===== src/crbw_pkg.sv =====
// crbw_pkg: shared types and constants for the clipped rectangle blit writer
// no dependencies; used by every other file of the block except crbw_fifo
`default_nettype none

package crbw_pkg;

  // register indexes of the configuration port
  typedef enum logic [2:0] {
    REG_SCREEN_WIDTH  = 3'd0,
    REG_SCREEN_HEIGHT = 3'd1,
    REG_ROW_PITCH     = 3'd2,
    REG_PIXEL_BYTES   = 3'd3,
    REG_DEST_X        = 3'd4,
    REG_DEST_Y        = 3'd5,
    REG_RECT_WIDTH    = 3'd6,
    REG_RECT_HEIGHT   = 3'd7
  } reg_idx_t;

  // byte lanes of one pixel write, in output order
  typedef enum logic [1:0] {
    LANE_BLUE  = 2'd0,
    LANE_GREEN = 2'd1,
    LANE_RED   = 2'd2,
    LANE_PAD   = 2'd3
  } lane_t;

  // configuration register file contents
  typedef struct packed {
    logic [12:0] screen_width;
    logic [12:0] screen_height;
    logic [15:0] row_pitch;
    logic [2:0]  pixel_bytes;
    logic [15:0] dest_x;
    logic [15:0] dest_y;
    logic [15:0] rect_width;
    logic [15:0] rect_height;
  } cfg_t;

  localparam int          MAX_SCREEN_DIM_DEF = 4096;
  localparam int          QUEUE_DEPTH        = 4;
  localparam int          CFG_DATA_W         = 16;
  localparam int          OFFSET_W           = 28;
  localparam int          RGB_W              = 24;
  localparam logic [2:0]  PIX_BYTES_QUAD     = 3'd4;
  localparam logic [7:0]  PAD_BYTE           = 8'h00;

  // register reset values
  localparam logic [12:0] RST_SCREEN_WIDTH   = 13'd1024;
  localparam logic [12:0] RST_SCREEN_HEIGHT  = 13'd768;
  localparam logic [15:0] RST_ROW_PITCH      = 16'd4096;
  localparam logic [2:0]  RST_PIXEL_BYTES    = 3'd4;

endpackage

`default_nettype wire


===== src/crbw_if.sv =====
// crbw_if: valid/ready channel interfaces for pixels, byte writes and config writes
// depends on crbw_pkg
`default_nettype none

interface crbw_in_if;
  logic        valid;
  logic        ready;
  logic [31:0] src_pixel;
  modport source (output valid, output src_pixel, input ready);
  modport sink   (input valid, input src_pixel, output ready);
endinterface

interface crbw_out_if;
  logic                         valid;
  logic                         ready;
  logic [crbw_pkg::OFFSET_W-1:0] byte_offset;
  logic [7:0]                   byte_value;
  logic                         pixel_last;
  modport source (output valid, output byte_offset, output byte_value, output pixel_last,
                  input ready);
  modport sink   (input valid, input byte_offset, input byte_value, input pixel_last,
                  output ready);
endinterface

interface crbw_cfg_if;
  logic                            valid;
  logic                            ready;
  crbw_pkg::reg_idx_t              reg_index;
  logic [crbw_pkg::CFG_DATA_W-1:0] data;
  modport source (output valid, output reg_index, output data, input ready);
  modport sink   (input valid, input reg_index, input data, output ready);
endinterface

`default_nettype wire


===== src/crbw_fifo.sv =====
// crbw_fifo: small register queue between the classifier and the byte writer
// depends on nothing; DEPTH must be a power of two
`default_nettype none

module crbw_fifo #(
  parameter int DW    = 8,
  parameter int DEPTH = 4
) (
  input  wire logic          clk,
  input  wire logic          rst_n,
  input  wire logic          push,
  input  wire logic [DW-1:0] push_data,
  output logic               full,
  input  wire logic          pop,
  output logic [DW-1:0]      pop_data,
  output logic               not_empty
);

  localparam int AW = (DEPTH > 1) ? $clog2(DEPTH) : 1;

  logic [DW-1:0] mem [DEPTH];
  logic [AW-1:0] wr_ptr_r, wr_ptr_nxt;
  logic [AW-1:0] rd_ptr_r, rd_ptr_nxt;
  logic [AW:0]   count_r, count_nxt;

  assign full      = (count_r == (AW+1)'(DEPTH));
  assign not_empty = (count_r != '0);
  assign pop_data  = mem[rd_ptr_r];

  // pointer and fill count update
  always_comb begin
    wr_ptr_nxt = push ? wr_ptr_r + 1'b1 : wr_ptr_r;
    rd_ptr_nxt = pop  ? rd_ptr_r + 1'b1 : rd_ptr_r;
    count_nxt  = count_r + (AW+1)'(push) - (AW+1)'(pop);
  end

  always_ff @(posedge clk) begin
    if (!rst_n) begin
      wr_ptr_r <= '0;
      rd_ptr_r <= '0;
      count_r  <= '0;
    end else begin
      wr_ptr_r <= wr_ptr_nxt;
      rd_ptr_r <= rd_ptr_nxt;
      count_r  <= count_nxt;
    end
  end

  // entry storage
  always_ff @(posedge clk) begin
    if (push) begin
      mem[wr_ptr_r] <= push_data;
    end
  end

endmodule

`default_nettype wire


===== src/crbw_front.sv =====
// crbw_front: takes source pixels, tracks rectangle position, drops clipped pixels
// depends on crbw_pkg; feeds crbw_fifo
`default_nettype none

module crbw_front #(
  parameter int MAX_SCREEN_DIM = crbw_pkg::MAX_SCREEN_DIM_DEF,
  parameter int CW             = 12,
  parameter int DW             = 2 * CW + crbw_pkg::RGB_W + 1
) (
  input  wire logic           clk,
  input  wire logic           rst_n,
  input  wire crbw_pkg::cfg_t cfg,
  input  wire logic           in_valid,
  input  wire logic [31:0]    in_pixel,
  output logic                in_ready,
  input  wire logic           q_full,
  output logic                q_push,
  output logic [DW-1:0]       q_data
);

  logic [15:0] col_r, col_nxt;
  logic [15:0] row_r, row_nxt;
  logic        accept;
  logic        outside_rect;
  logic [16:0] x_pos, y_pos;
  logic [16:0] col_inc, row_inc;
  logic        visible;
  logic        quad;

  assign in_ready = !q_full;
  assign accept   = in_valid && in_ready;

  // classify the pixel against the rectangle and the screen
  always_comb begin
    outside_rect = (col_r >= cfg.rect_width) || (row_r >= cfg.rect_height);
    x_pos        = {1'b0, cfg.dest_x} + {1'b0, col_r};
    y_pos        = {1'b0, cfg.dest_y} + {1'b0, row_r};
    visible      = (x_pos < 17'(cfg.screen_width))  && (x_pos < 17'(MAX_SCREEN_DIM)) &&
                   (y_pos < 17'(cfg.screen_height)) && (y_pos < 17'(MAX_SCREEN_DIM));
    quad         = (cfg.pixel_bytes == crbw_pkg::PIX_BYTES_QUAD);
    q_push       = accept && !outside_rect && visible;
    q_data       = {quad, in_pixel[crbw_pkg::RGB_W-1:0], y_pos[CW-1:0], x_pos[CW-1:0]};
  end

  // column and row advance with wrap at row and rectangle end
  always_comb begin
    col_inc = {1'b0, col_r} + 17'd1;
    row_inc = {1'b0, row_r} + 17'd1;
    col_nxt = col_r;
    row_nxt = row_r;
    if (accept) begin
      priority if (outside_rect) begin
        col_nxt = '0;
        row_nxt = '0;
      end else if (col_inc >= {1'b0, cfg.rect_width}) begin
        col_nxt = '0;
        row_nxt = (row_inc >= {1'b0, cfg.rect_height}) ? '0 : row_inc[15:0];
      end else begin
        col_nxt = col_inc[15:0];
      end
    end
  end

  always_ff @(posedge clk) begin
    if (!rst_n) begin
      col_r <= '0;
      row_r <= '0;
    end else begin
      col_r <= col_nxt;
      row_r <= row_nxt;
    end
  end

endmodule

`default_nettype wire


===== src/crbw_back.sv =====
// crbw_back: turns queued pixels into byte writes, one byte per cycle while out_ready holds
// depends on crbw_pkg; fed by crbw_fifo
`default_nettype none

module crbw_back #(
  parameter int CW = 12,
  parameter int DW = 2 * CW + crbw_pkg::RGB_W + 1
) (
  input  wire logic                          clk,
  input  wire logic                          rst_n,
  input  wire crbw_pkg::cfg_t                cfg,
  input  wire logic                          q_not_empty,
  input  wire logic [DW-1:0]                 q_data,
  output logic                               q_pop,
  output logic                               out_valid,
  input  wire logic                          out_ready,
  output logic [crbw_pkg::OFFSET_W-1:0]      out_byte_offset,
  output logic [7:0]                         out_byte_value,
  output logic                               out_pixel_last
);

  localparam int OW = crbw_pkg::OFFSET_W;
  localparam int PW = CW + 16;

  // queue entry fields
  logic [CW-1:0]               q_x, q_y;
  logic [crbw_pkg::RGB_W-1:0]  q_rgb;
  logic                        q_quad;
  logic [PW-1:0]               prod_w;
  logic [OW-1:0]               xs_w;

  // address stage
  logic                        s1_valid_r, s1_valid_nxt;
  logic [OW-1:0]               prod_r, xs_r;
  logic [crbw_pkg::RGB_W-1:0]  s1_rgb_r;
  logic                        s1_quad_r;

  // byte emitter
  logic                        em_valid_r, em_valid_nxt;
  logic [OW-1:0]               off_r;
  logic [crbw_pkg::RGB_W-1:0]  em_rgb_r;
  logic                        em_quad_r;
  crbw_pkg::lane_t             lane_r, lane_nxt;
  logic                        em_last, em_done, em_load, s1_free;

  assign {q_quad, q_rgb, q_y, q_x} = q_data;

  // row offset product and column offset
  always_comb begin
    prod_w = PW'(q_y) * PW'(cfg.row_pitch);
    xs_w   = q_quad ? OW'({q_x, 2'b00}) : (OW'(q_x) + OW'({q_x, 1'b0}));
  end

  // stage handoff
  always_comb begin
    em_last      = em_quad_r ? (lane_r == crbw_pkg::LANE_PAD) : (lane_r == crbw_pkg::LANE_RED);
    em_done      = em_valid_r && out_ready && em_last;
    em_load      = s1_valid_r && (!em_valid_r || em_done);
    s1_free      = !s1_valid_r || em_load;
    q_pop        = q_not_empty && s1_free;
    s1_valid_nxt = q_pop || (s1_valid_r && !em_load);
    em_valid_nxt = em_load || (em_valid_r && !em_done);
    lane_nxt     = lane_r;
    if (em_load) begin
      lane_nxt = crbw_pkg::LANE_BLUE;
    end else if (em_valid_r && out_ready && !em_last) begin
      lane_nxt = crbw_pkg::lane_t'(lane_r + 2'd1);
    end
  end

  always_ff @(posedge clk) begin
    if (!rst_n) begin
      s1_valid_r <= 1'b0;
      em_valid_r <= 1'b0;
      lane_r     <= crbw_pkg::LANE_BLUE;
    end else begin
      s1_valid_r <= s1_valid_nxt;
      em_valid_r <= em_valid_nxt;
      lane_r     <= lane_nxt;
    end
  end

  // payload registers
  always_ff @(posedge clk) begin
    if (q_pop) begin
      prod_r    <= OW'(prod_w);
      xs_r      <= xs_w;
      s1_rgb_r  <= q_rgb;
      s1_quad_r <= q_quad;
    end
    if (em_load) begin
      off_r     <= prod_r + xs_r;
      em_rgb_r  <= s1_rgb_r;
      em_quad_r <= s1_quad_r;
    end else if (em_valid_r && out_ready) begin
      off_r     <= off_r + OW'(1);
    end
  end

  // byte lane select
  always_comb begin
    unique case (lane_r)
      crbw_pkg::LANE_BLUE:  out_byte_value = em_rgb_r[7:0];
      crbw_pkg::LANE_GREEN: out_byte_value = em_rgb_r[15:8];
      crbw_pkg::LANE_RED:   out_byte_value = em_rgb_r[23:16];
      crbw_pkg::LANE_PAD:   out_byte_value = crbw_pkg::PAD_BYTE;
      default:              out_byte_value = crbw_pkg::PAD_BYTE;
    endcase
  end

  assign out_valid       = em_valid_r;
  assign out_byte_offset = off_r;
  assign out_pixel_last  = em_last;

endmodule

`default_nettype wire


===== src/clipped_rect_blit_writer_top.sv =====
// clipped_rect_blit_writer_top: register file, classifier, queue and byte writer
// depends on crbw_pkg, crbw_if, crbw_fifo, crbw_front, crbw_back
//
//   channel   dir   handshake      carries
//   in_ch     in    valid/ready    src_pixel, one per request
//   out_ch    out   valid/ready    byte_offset, byte_value, pixel_last
//   cfg_ch    in    valid/ready    reg_index, data (always ready)
//
// a visible pixel is written as 4 bytes on out_ch in 4-byte mode, 3 in 3-byte mode;
// the single byte-write port limits throughput; clipped pixels are dropped at the front
// first byte is offered after the pixel passes the queue, address stage and emitter, with the back idle
// reset clears counters, queue and stages and loads the register defaults
// out_ch stalls fill the two back stages and the 4-entry queue, then in_ch.ready drops

`default_nettype none

module clipped_rect_blit_writer_top #(
  parameter int MAX_SCREEN_DIM = crbw_pkg::MAX_SCREEN_DIM_DEF
) (
  input  wire logic  clk,
  input  wire logic  rst_n,
  crbw_in_if.sink    in_ch,
  crbw_out_if.source out_ch,
  crbw_cfg_if.sink   cfg_ch
);

  localparam int CW = (MAX_SCREEN_DIM > 1) ? $clog2(MAX_SCREEN_DIM) : 1;
  localparam int DW = 2 * CW + crbw_pkg::RGB_W + 1;

  crbw_pkg::cfg_t cfg_r;
  logic           q_push, q_full, q_pop, q_not_empty;
  logic [DW-1:0]  q_wdata, q_rdata;

  // configuration registers
  assign cfg_ch.ready = 1'b1;

  always_ff @(posedge clk) begin
    if (!rst_n) begin
      cfg_r.screen_width  <= crbw_pkg::RST_SCREEN_WIDTH;
      cfg_r.screen_height <= crbw_pkg::RST_SCREEN_HEIGHT;
      cfg_r.row_pitch     <= crbw_pkg::RST_ROW_PITCH;
      cfg_r.pixel_bytes   <= crbw_pkg::RST_PIXEL_BYTES;
      cfg_r.dest_x        <= '0;
      cfg_r.dest_y        <= '0;
      cfg_r.rect_width    <= '0;
      cfg_r.rect_height   <= '0;
    end else if (cfg_ch.valid) begin
      unique case (cfg_ch.reg_index)
        crbw_pkg::REG_SCREEN_WIDTH:  cfg_r.screen_width  <= cfg_ch.data[12:0];
        crbw_pkg::REG_SCREEN_HEIGHT: cfg_r.screen_height <= cfg_ch.data[12:0];
        crbw_pkg::REG_ROW_PITCH:     cfg_r.row_pitch     <= cfg_ch.data;
        crbw_pkg::REG_PIXEL_BYTES:   cfg_r.pixel_bytes   <= cfg_ch.data[2:0];
        crbw_pkg::REG_DEST_X:        cfg_r.dest_x        <= cfg_ch.data;
        crbw_pkg::REG_DEST_Y:        cfg_r.dest_y        <= cfg_ch.data;
        crbw_pkg::REG_RECT_WIDTH:    cfg_r.rect_width    <= cfg_ch.data;
        crbw_pkg::REG_RECT_HEIGHT:   cfg_r.rect_height   <= cfg_ch.data;
        default:                     cfg_r.rect_height   <= cfg_r.rect_height;
      endcase
    end
  end

  // pixel classifier and position counters
  crbw_front #(
    .MAX_SCREEN_DIM (MAX_SCREEN_DIM),
    .CW             (CW),
    .DW             (DW)
  ) u_front (
    .clk      (clk),
    .rst_n    (rst_n),
    .cfg      (cfg_r),
    .in_valid (in_ch.valid),
    .in_pixel (in_ch.src_pixel),
    .in_ready (in_ch.ready),
    .q_full   (q_full),
    .q_push   (q_push),
    .q_data   (q_wdata)
  );

  // decoupling queue
  crbw_fifo #(
    .DW    (DW),
    .DEPTH (crbw_pkg::QUEUE_DEPTH)
  ) u_fifo (
    .clk       (clk),
    .rst_n     (rst_n),
    .push      (q_push),
    .push_data (q_wdata),
    .full      (q_full),
    .pop       (q_pop),
    .pop_data  (q_rdata),
    .not_empty (q_not_empty)
  );

  // byte writer
  crbw_back #(
    .CW (CW),
    .DW (DW)
  ) u_back (
    .clk             (clk),
    .rst_n           (rst_n),
    .cfg             (cfg_r),
    .q_not_empty     (q_not_empty),
    .q_data          (q_rdata),
    .q_pop           (q_pop),
    .out_valid       (out_ch.valid),
    .out_ready       (out_ch.ready),
    .out_byte_offset (out_ch.byte_offset),
    .out_byte_value  (out_ch.byte_value),
    .out_pixel_last  (out_ch.pixel_last)
  );

endmodule

`default_nettype wire


===== src/flat_wrapper.sv =====
// flat-port wrapper written by rule: the top's interface ports become plain ports
module clipped_rect_blit_writer_top_flat 
#(
  parameter int MAX_SCREEN_DIM = crbw_pkg::MAX_SCREEN_DIM_DEF
)
  (clk, rst_n, in_ch_valid, in_ch_src_pixel, in_ch_ready, out_ch_valid, out_ch_byte_offset, out_ch_byte_value, out_ch_pixel_last, out_ch_ready, cfg_ch_valid, cfg_ch_reg_index, cfg_ch_data, cfg_ch_ready);
  crbw_in_if in_ch_i ();
  crbw_out_if out_ch_i ();
  crbw_cfg_if cfg_ch_i ();
  input  wire logic clk;
  input  wire logic rst_n;
  input wire logic [$bits(in_ch_i.valid)-1:0] in_ch_valid;
  input wire logic [$bits(in_ch_i.src_pixel)-1:0] in_ch_src_pixel;
  output wire logic [$bits(in_ch_i.ready)-1:0] in_ch_ready;
  output wire logic [$bits(out_ch_i.valid)-1:0] out_ch_valid;
  output wire logic [$bits(out_ch_i.byte_offset)-1:0] out_ch_byte_offset;
  output wire logic [$bits(out_ch_i.byte_value)-1:0] out_ch_byte_value;
  output wire logic [$bits(out_ch_i.pixel_last)-1:0] out_ch_pixel_last;
  input wire logic [$bits(out_ch_i.ready)-1:0] out_ch_ready;
  input wire logic [$bits(cfg_ch_i.valid)-1:0] cfg_ch_valid;
  input wire logic [$bits(cfg_ch_i.reg_index)-1:0] cfg_ch_reg_index;
  input wire logic [$bits(cfg_ch_i.data)-1:0] cfg_ch_data;
  output wire logic [$bits(cfg_ch_i.ready)-1:0] cfg_ch_ready;
  assign in_ch_i.valid = in_ch_valid;
  assign in_ch_i.src_pixel = in_ch_src_pixel;
  assign in_ch_ready = in_ch_i.ready;
  assign out_ch_valid = out_ch_i.valid;
  assign out_ch_byte_offset = out_ch_i.byte_offset;
  assign out_ch_byte_value = out_ch_i.byte_value;
  assign out_ch_pixel_last = out_ch_i.pixel_last;
  assign out_ch_i.ready = out_ch_ready;
  assign cfg_ch_i.valid = cfg_ch_valid;
  assign cfg_ch_i.reg_index = cfg_ch_reg_index;
  assign cfg_ch_i.data = cfg_ch_data;
  assign cfg_ch_ready = cfg_ch_i.ready;
  clipped_rect_blit_writer_top #(.MAX_SCREEN_DIM(MAX_SCREEN_DIM)) u_core (.clk(clk), .rst_n(rst_n), .in_ch(in_ch_i), .out_ch(out_ch_i), .cfg_ch(cfg_ch_i));
endmodule

===== config.mk =====
export PLATFORM = sky130hd
export DESIGN_NAME = clipped_rect_blit_writer_top_flat
export DESIGN_NICKNAME = d
export VERILOG_FILES = /design/src/crbw_pkg.sv /design/src/crbw_if.sv /design/src/crbw_fifo.sv /design/src/crbw_front.sv /design/src/crbw_back.sv /design/src/clipped_rect_blit_writer_top.sv /design/src/flat_wrapper.sv
export SDC_FILE = /design/constraint.sdc
export NUM_CORES = 1
export LEC_CHECK = 0
export ABC_AREA = 1
export BUFFER_PORTS_ARGS = -buffer_cell sky130_fd_sc_hd__buf_2
export CAP_MARGIN = 20
export CORE_ASPECT_RATIO = 0.8
export CORE_MARGIN = 3
export CORE_UTILIZATION = 42
export DETAILED_ROUTE_END_ITERATION = 7
export PLACE_DENSITY = 0.67
export SLEW_MARGIN = 20
export SYNTH_ARGS = -nofsm -noshare
export SYNTH_HDL_FRONTEND = slang
export SYNTH_SLANG_ARGS = --single-unit

===== constraint.sdc =====
create_clock -name clk -period 15.4 [get_ports clk]
set_input_delay 0.77 -clock clk [delete_from_list [all_inputs] [get_ports clk]]
set_output_delay 0.77 -clock clk [all_outputs]
set_load 0.02 [all_outputs]

==> results_dict.tcl, run 1 <==
set metrics [dict create \
    status "finished, final reports clean" \
    slew_viol_final 0 \
    hold_depth 1 \
    peakVddDrop_v 0.0000972 \
    synthXorXnorAreaFrac 0.0296 \
    synth_top_area_cell "edfxtp_1" \
    cp_num_cells 25 \
    synth_top_family_by_area "adder cells" \
    powerDensity_nw_per_um2 166 \
    muxShareOfSynthArea 0 \
    die_h_um 246 \
    routabilityCongestion 0.897 \
    synthSimpleGateAreaFrac 0.185 \
    avgSynthCellArea_um2 8.64 \
    dieArea_um2 75100 \
    synth_area_um2 30200 \
    drive_above_1_share 0.0636 \
    rsz0062_at_grt "no" \
    ys.flop_type "edfxtp_1" \
    drtAntennaViolNets 0 \
    antenna_cells 0 \
    postCtsSetupBuffers 0 \
    worstHoldStart "in_ch_src_pixel[19]" \
    critPathArrivalTime_ns 7.58 \
    crit_type "reg -> reg" \
    yosysWarningCount 0 \
    hold_viol 0 \
    grt_usage 0.192 \
    fill_cells 6802 \
    setup_ws_ns 8.15 \
    grt_pass1_vias 21500 \
    maxClockFrequency_mhz 138 \
    drt_wl_total_um 71600 \
    hold_class "in -> reg" \
    fin_tns_setup_ns 0 \
    insertion_delay_ns 0.61 \
    start_kind "register" \
    grt_max_degree 96 \
    synth_cell_types 55 \
    wire_per_inst_um 15.9 \
    portBuffers 86 \
    synthCells 3491 \
    whs_endpoint "u_core.u_fifo.mem[3][43]" \
    maxCapViolations 0 \
    timing.final.crit_share 0.471 \
    dp_cells 4416 \
    cts.reportedPaths.clkPinSlew_ns 0.06 \
    skew_ns 0.0391 \
    cts_tree "yes" \
    die_w_um 306 \
    worstSetupEndpointType "register" \
    critPathMaxFanout 56 \
    io_pins 96 \
    async_flop_share 0 \
    syn_nets 3918 \
    postCtsResizedCells 0 \
    synth_top_area_share 0.314 \
    drt_first_iter_violations 1821 \
    maxSlewHeadroom 0.351 \
    synth_seq_cells 470 \
    final_nets 3958 \
    fin_cells 4501 \
    via_per_inst 5.05 \
    clockBufferDepth 3 \
    numCtsBuffers 47 \
    cp_slowest_cell "buf_4" \
    cts_hold_buf 0 \
    ys_top_cells_by_count "699 x nand2_1, 517 x inv_1, 421 x nor2_1" \
    post-synth-top-count-cell "nand2_1" \
    pre_cts_slack_ns 8.14 \
    reg2reg_depth 25 \
    ys_seq_area_frac 0.417 \
    worstPathRequired_ns 15.73 \
    critPathMaxStageDelay_ns 0.63 \
    path_buf_inv 7 \
    synth.area.top_cells "edfxtp_1 31%, dfxtp_1 10%, fa_1 9.6%" \
    htree_levels 2 \
    cellLeakagePower_nw 14.8 \
    min_period_ns 7.25 \
    initial_core_util 0.426 \
    worst_slew_pin_slew_ns 0.974 \
    critPathTopFamily "adder cells" \
    synth-edff-count 316 \
    synth_compound_area_frac 0.0970 \
    drc 0 \
    grt_pass1_wl_um 116000 \
    via_count 22700 \
    detailed_place_hpwl_um 51300 \
    area_growth_pct 9.51 \
    antenna_found_initial 2 \
    drtPass1Iterations 5 \
    r2r_end "u_core.u_back.prod_r[26]" \
    synthAdderAreaFrac 0.190 \
    cts.sinks 470 \
    setup_viol_count_final 0 \
    ff2ff_setup_slack_ns 8.15 \
    core_area_um2 70800 \
    rows 87 \
    grt_remaining_overflow 0 \
    cts_root_buf "clkbuf_16" \
]
[cells by family after synthesis]
logic type,after synthesis
XOR/XNOR,102
flip-flops,470
buffers and inverters,640
other,1
adder cells (fa/ha/maj),371
AND/OR/NAND/NOR,1362
AO/OA/AOI/OAI,545
[worst max-delay path by stage]
stage	slack [ns]	end
2_1_floorplan	9.62	u_core.u_back.prod_r[26]
3_3_place_gp	8.20	u_core.u_back.prod_r[26]
3_5_place_dp	8.14	u_core.u_back.prod_r[26]
4_1_cts	8.11	u_core.u_back.prod_r[26]
5_1_grt	7.65	u_core.u_back.prod_r[26]
6_report	8.15	u_core.u_back.prod_r[26]
[cell type report]
class	instances	area [µm²]	share of cell area
timing repair buffer	103	568	0.0172
sequential	470	12600	0.381
inverter	528	1990	0.0601
multi-input combinational	2381	15200	0.459
clock buffer	62	1270	0.0385
clock inverter	23	307	0.00928
tap	934	1170	0.0354
[placed cells by master (no fill, tap or decap), types with 31 or more instances in the layout]
cell type	netlist	layout
nand2_1	699	699
inv_1	517	516
nor2_1	421	417
edfxtp_1	316	316
o21ai_0	245	245
ha_1	226	226
a21oi_1	204	204
dfxtp_1	154	153
fa_1	145	145
nand3_1	115	115
buf_2	11	85
xor2_1	71	71
nand4_1	48	48
clkbuf_16	0	48
o22ai_1	36	36
nor3_1	32	32
xnor2_1	31	31
[report_power, final]
group / total (mW) / switching, mW / internal, mW
clock network: 1.17 / 0.500 / 0.674
logic: 2.50 / 1.69 / 0.815
registers: 1.82 / 0.135 / 1.69
total: 5.50 / 2.32 / 3.18
[flip-flops by register name, summed over array words and instances (netlist names), 3 cells and up, named ones only]
name and flops:
u_core.u_back.out_byte_offset 28, u_core.u_back.s1_rgb_r 24, u_core.u_back.em_rgb_r 24, u_core.u_front.col_r 16
u_core.u_back.xs_r 14, u_core.u_back.prod_r 28, u_core.u_front.row_r 16, u_core.u_fifo.count_r 3
u_core.cfg_r 109, u_core.u_fifo.mem 196
[metal layers]
metal,up-vias,track usage,wire [µm]
li1,11500,-,-
met3,78,0.0302,5190
met5,-,0,0
met4,0,0.0368,1020
met2,599,0.296,30900
met1,10600,0.287,34600
[stage by stage]
stage | hold slack [ns] | power (mW) | util | cell area, µm²
after floorplan | 0.400 | 3.66 | - | 30200
after global placement | 0.401 | 4.30 | 0.444 | 31400
after detailed placement | 0.405 | 4.33 | 0.445 | 31500
after CTS | 0.345 | 5.53 | 0.467 | 33000
after global routing | 0.353 | 5.97 | 0.467 | 33000
final | 0.378 | 5.50 | 0.467 | 33000
Note: power is estimated with default switching activity, not from simulation.
==> run 2: changes to the inputs <==
--- a/config.mk
+++ b/config.mk
@@ -5,14 +5,14 @@
 export SDC_FILE = /design/constraint.sdc
 export NUM_CORES = 1
 export LEC_CHECK = 0
-export ABC_AREA = 1
+export ABC_AREA = 0
 export BUFFER_PORTS_ARGS = -buffer_cell sky130_fd_sc_hd__buf_2
 export CAP_MARGIN = 20
 export CORE_ASPECT_RATIO = 0.8
 export CORE_MARGIN = 3
 export CORE_UTILIZATION = 42
 export DETAILED_ROUTE_END_ITERATION = 7
-export PLACE_DENSITY = 0.67
+export PLACE_DENSITY = 0.69
 export SLEW_MARGIN = 20
 export SYNTH_ARGS = -nofsm -noshare
 export SYNTH_HDL_FRONTEND = slang
==> constraint.sdc (replaced) <==
create_clock -name clk -period 6.3 [get_ports clk]
set_input_delay 0.315 -clock clk [delete_from_list [all_inputs] [get_ports clk]]
set_output_delay 0.315 -clock clk [all_outputs]
set_load 0.02 [all_outputs]
==> results_dict.tcl, run 2 <==
set metrics [dict create \
    dieArea_um2 72300 \
    area_growth_pct 13.4 \
    start_kind "register" \
    cp_cell_sequence "buf_4 > mux4_2 > buf_4 > nand2_1 > fa_1 > fa_1 > inv_1 > fa_1 > fa_1 > inv_1 > fa_1 > inv_1 > ha_4 > a211oi_2 > a31oi_1 > o211a_1 > a31oi_4 > nor3_2 > or3_4 > a21oi_2 > xnor2_1" \
    hold_class "in -> reg" \
    htree_levels 2 \
    p_comb_frac 0.361 \
    via_count 20300 \
    ys.flop_type "edfxtp_1" \
    worstPathRequired_ns 6.60 \
    reg_top3 "u_core.u_fifo.mem: 196 flops, u_core.cfg_r: 109 flops" \
    maxClockFrequency_mhz 162 \
    powerDensity_nw_per_um2 339 \
    rsz0062_at_grt "yes" \
    critPathMaxFanout 6 \
    antenna_found_initial 5 \
    drtAntennaViolNets 0 \
    routabilityCongestion 0.855 \
    yosysWarningCount 0 \
    worst_slew_pin_slew_ns 1.02 \
    numCtsBuffers 45 \
    power_switching_mw 3.86 \
    io_pins 96 \
    crit_type "reg -> reg" \
    syn_nets 3204 \
    initial_core_util 0.427 \
    fin_tns_setup_ns 0 \
    insertion_delay_ns 0.58 \
    wire_per_inst_um 17.2 \
    drtPass1Iterations 5 \
    fin_cells 3872 \
    pwr-share-seq 0.384 \
    path_buf_inv 5 \
    grt_max_degree 84 \
    cts.sinks 470 \
    cts_tree "yes" \
    grt_pass1_wl_um 106000 \
    skew_ns 0.0316 \
    drt_wl_total_um 66800 \
    final_nets 3349 \
    synth_area_um2 29000 \
    synth-edff-count 316 \
    switching_share 0.346 \
    final_common_cell "nand2_1" \
    async_flop_share 0 \
    synthCells 2777 \
    fin_util 0.485 \
    hold_slack_ns 0.0929 \
    grt_usage 0.183 \
    post-synth-top-count-cell "nand2_1" \
    setup_viol_count_final 0 \
    portBuffers 86 \
    cp_slowest_cell "mux4_2" \
    maxSlewHeadroom 0.319 \
    core_area_um2 67900 \
    grt_remaining_overflow 0 \
    clkPwrFrac 0.256 \
    synth_top_area_share 0.327 \
    worstSetupEndpointType "register" \
    drt_first_iter_violations 1714 \
    synth_cell_types 72 \
    detailed_place_hpwl_um 48000 \
    avgSynthCellArea_um2 10.4 \
    p_int_mw 7.29 \
    dp_cells 3754 \
    path_common_cell "fa_1" \
    cts_root_buf "clkbuf_16" \
    setup_ws_ns 0.132 \
    ys_seq_area_frac 0.434 \
    grt_pass1_vias 19600 \
    min_period_ns 6.17 \
    antenna_cells 0 \
    die_h_um 241 \
    pre_cts_slack_ns -0.0793 \
    drc 0 \
    hold_viol 0 \
    regMostFlops "u_core.u_fifo.mem" \
    largest_register_ffs 196 \
    final_cell_mix "446 x nand2_1, 316 x edfxtp_1, 281 x inv_1, 223 x ha_1, 206 x a21oi_1" \
    via_per_inst 5.25 \
    slew_viol_final 0 \
    die_w_um 300 \
    synth_seq_cells 470 \
    cts.reportedPaths.clkPinSlew_ns 0.06 \
    ys_top_cells_by_count "448 x nand2_1, 316 x edfxtp_1, 282 x inv_1" \
    rows 85 \
    synth_top_area_cell "edfxtp_1" \
    clockBufferDepth 3 \
    synth.area.top_cells "edfxtp_1 33%, dfxtp_1 11%, fa_1 10%" \
    status "finished, final reports clean" \
    drive_above_1_share 0.115 \
    critPathTopFamily "adder cells" \
    critPathArrivalTime_ns 6.47 \
    maxCapViolations 0 \
    timing.final.crit_share 0.979 \
    cellLeakagePower_nw 13.2 \
    peakVddDrop_v 0.000217 \
    critPathMaxStageDelay_ns 0.58 \
]
run 2: changes by cell type in the layout (fill, tap and decap cells not counted), sizes merged, moves of 47 or more:
cell | previous run | this run
o21ai | 249 | 98
buf | 103 | 177
nand3 | 117 | 60
and2 | 2 | 74
xnor2 | 31 | 78
mux4 | 0 | 49
nor2 | 429 | 127
inv | 523 | 287
nand2 | 712 | 448
run 2: area by class of cell:
cell class	instances	area (µm²)
clock buffer	56	1220
clock inverter	28	338
fill	6182	35000
inverter	284	1070
multi-input combinational	1920	15100
sequential	470	12600
tap	913	1140
timing repair buffer	201	1440
run 2: path summary, 6_finish.rpt:
path,end,slack [ns],startpoint,cells after the start
worst max-delay path,u_core.u_back.prod_r[25],0.13,register,21
worst min-delay path,u_core.cfg_r[14],0.09,cfg_ch_data[14],3
worst max register to register,u_core.u_back.prod_r[25],0.13,register,21
worst min register to register,u_core.u_back.em_rgb_r[14],0.42,u_core.u_back.s1_rgb_r[14],0
run 2: repair_timing:
action	4_1_cts	5_1_grt
hold buffers	24	0
setup buffers	2	8
setup endpoints to repair	3	6
hold endpoints to repair	96	0
resized for setup	5	31
pin swaps	2	23
run 2: power by group through the flow:
stage | logic (mW) | registers (mW) | clock network [mW]
after floorplan | 2.71 | 4.35 | 0
after global placement | 3.81 | 4.34 | 0
after detailed placement | 3.87 | 4.35 | 0
after CTS | 3.94 | 4.28 | 2.90
after global routing | 4.52 | 4.33 | 3.04
final | 4.02 | 4.28 | 2.85
run 2: cells by family (layout without fill, tap and decap cells):
kind of cell,count (synthesis),in the layout,share of synthesized area
DFF,470,470,0.434
xor gates and xnor gates,127,127,0.0384
AOI/OAI and AO/OA,446,446,0.0906
muxes,56,56,0.0406
adders and majority gates,371,371,0.198
buffers and inverters,387,569,0.0505
other,1,1,0.000129
and+or+nand+nor,919,919,0.149
run 2: worst register-to-register path, stage by stage (launching register included):
cell and delay (ns):
dfxtp_4 0.39, buf_4 0.14, mux4_2 0.58, buf_4 0.17, nand2_1 0.07, fa_1 0.44
fa_1 0.54, inv_1 0.06, fa_1 0.52, fa_1 0.57, inv_1 0.07, fa_1 0.53
inv_1 0.06, ha_4 0.25, a211oi_2 0.21, a31oi_1 0.13, o211a_1 0.30, a31oi_4 0.23
nor3_2 0.06, or3_4 0.38, a21oi_2 0.15, xnor2_1 0.08
run 2: layer usage:
layer / vias to the layer above / part of all wire / GRT usage
li1: 9885 / - / -
met1: 9860 / 0.48 / 0.276
met2: 529 / 0.43 / 0.278
met3: 72 / 0.068 / 0.0320
met4: 0 / 0.015 / 0.0314
met5: - / 0 / 0
run 2: metrics by stage:
| stage | area, µm² | power (mW) |
|---|---|---|
| floorplan | 29000 | 7.07 |
| global placement | 30900 | 8.14 |
| detailed placement | 30900 | 8.22 |
| CTS | 32700 | 11.1 |
| global route | 32900 | 11.9 |
| finish | 32900 | 11.2 |
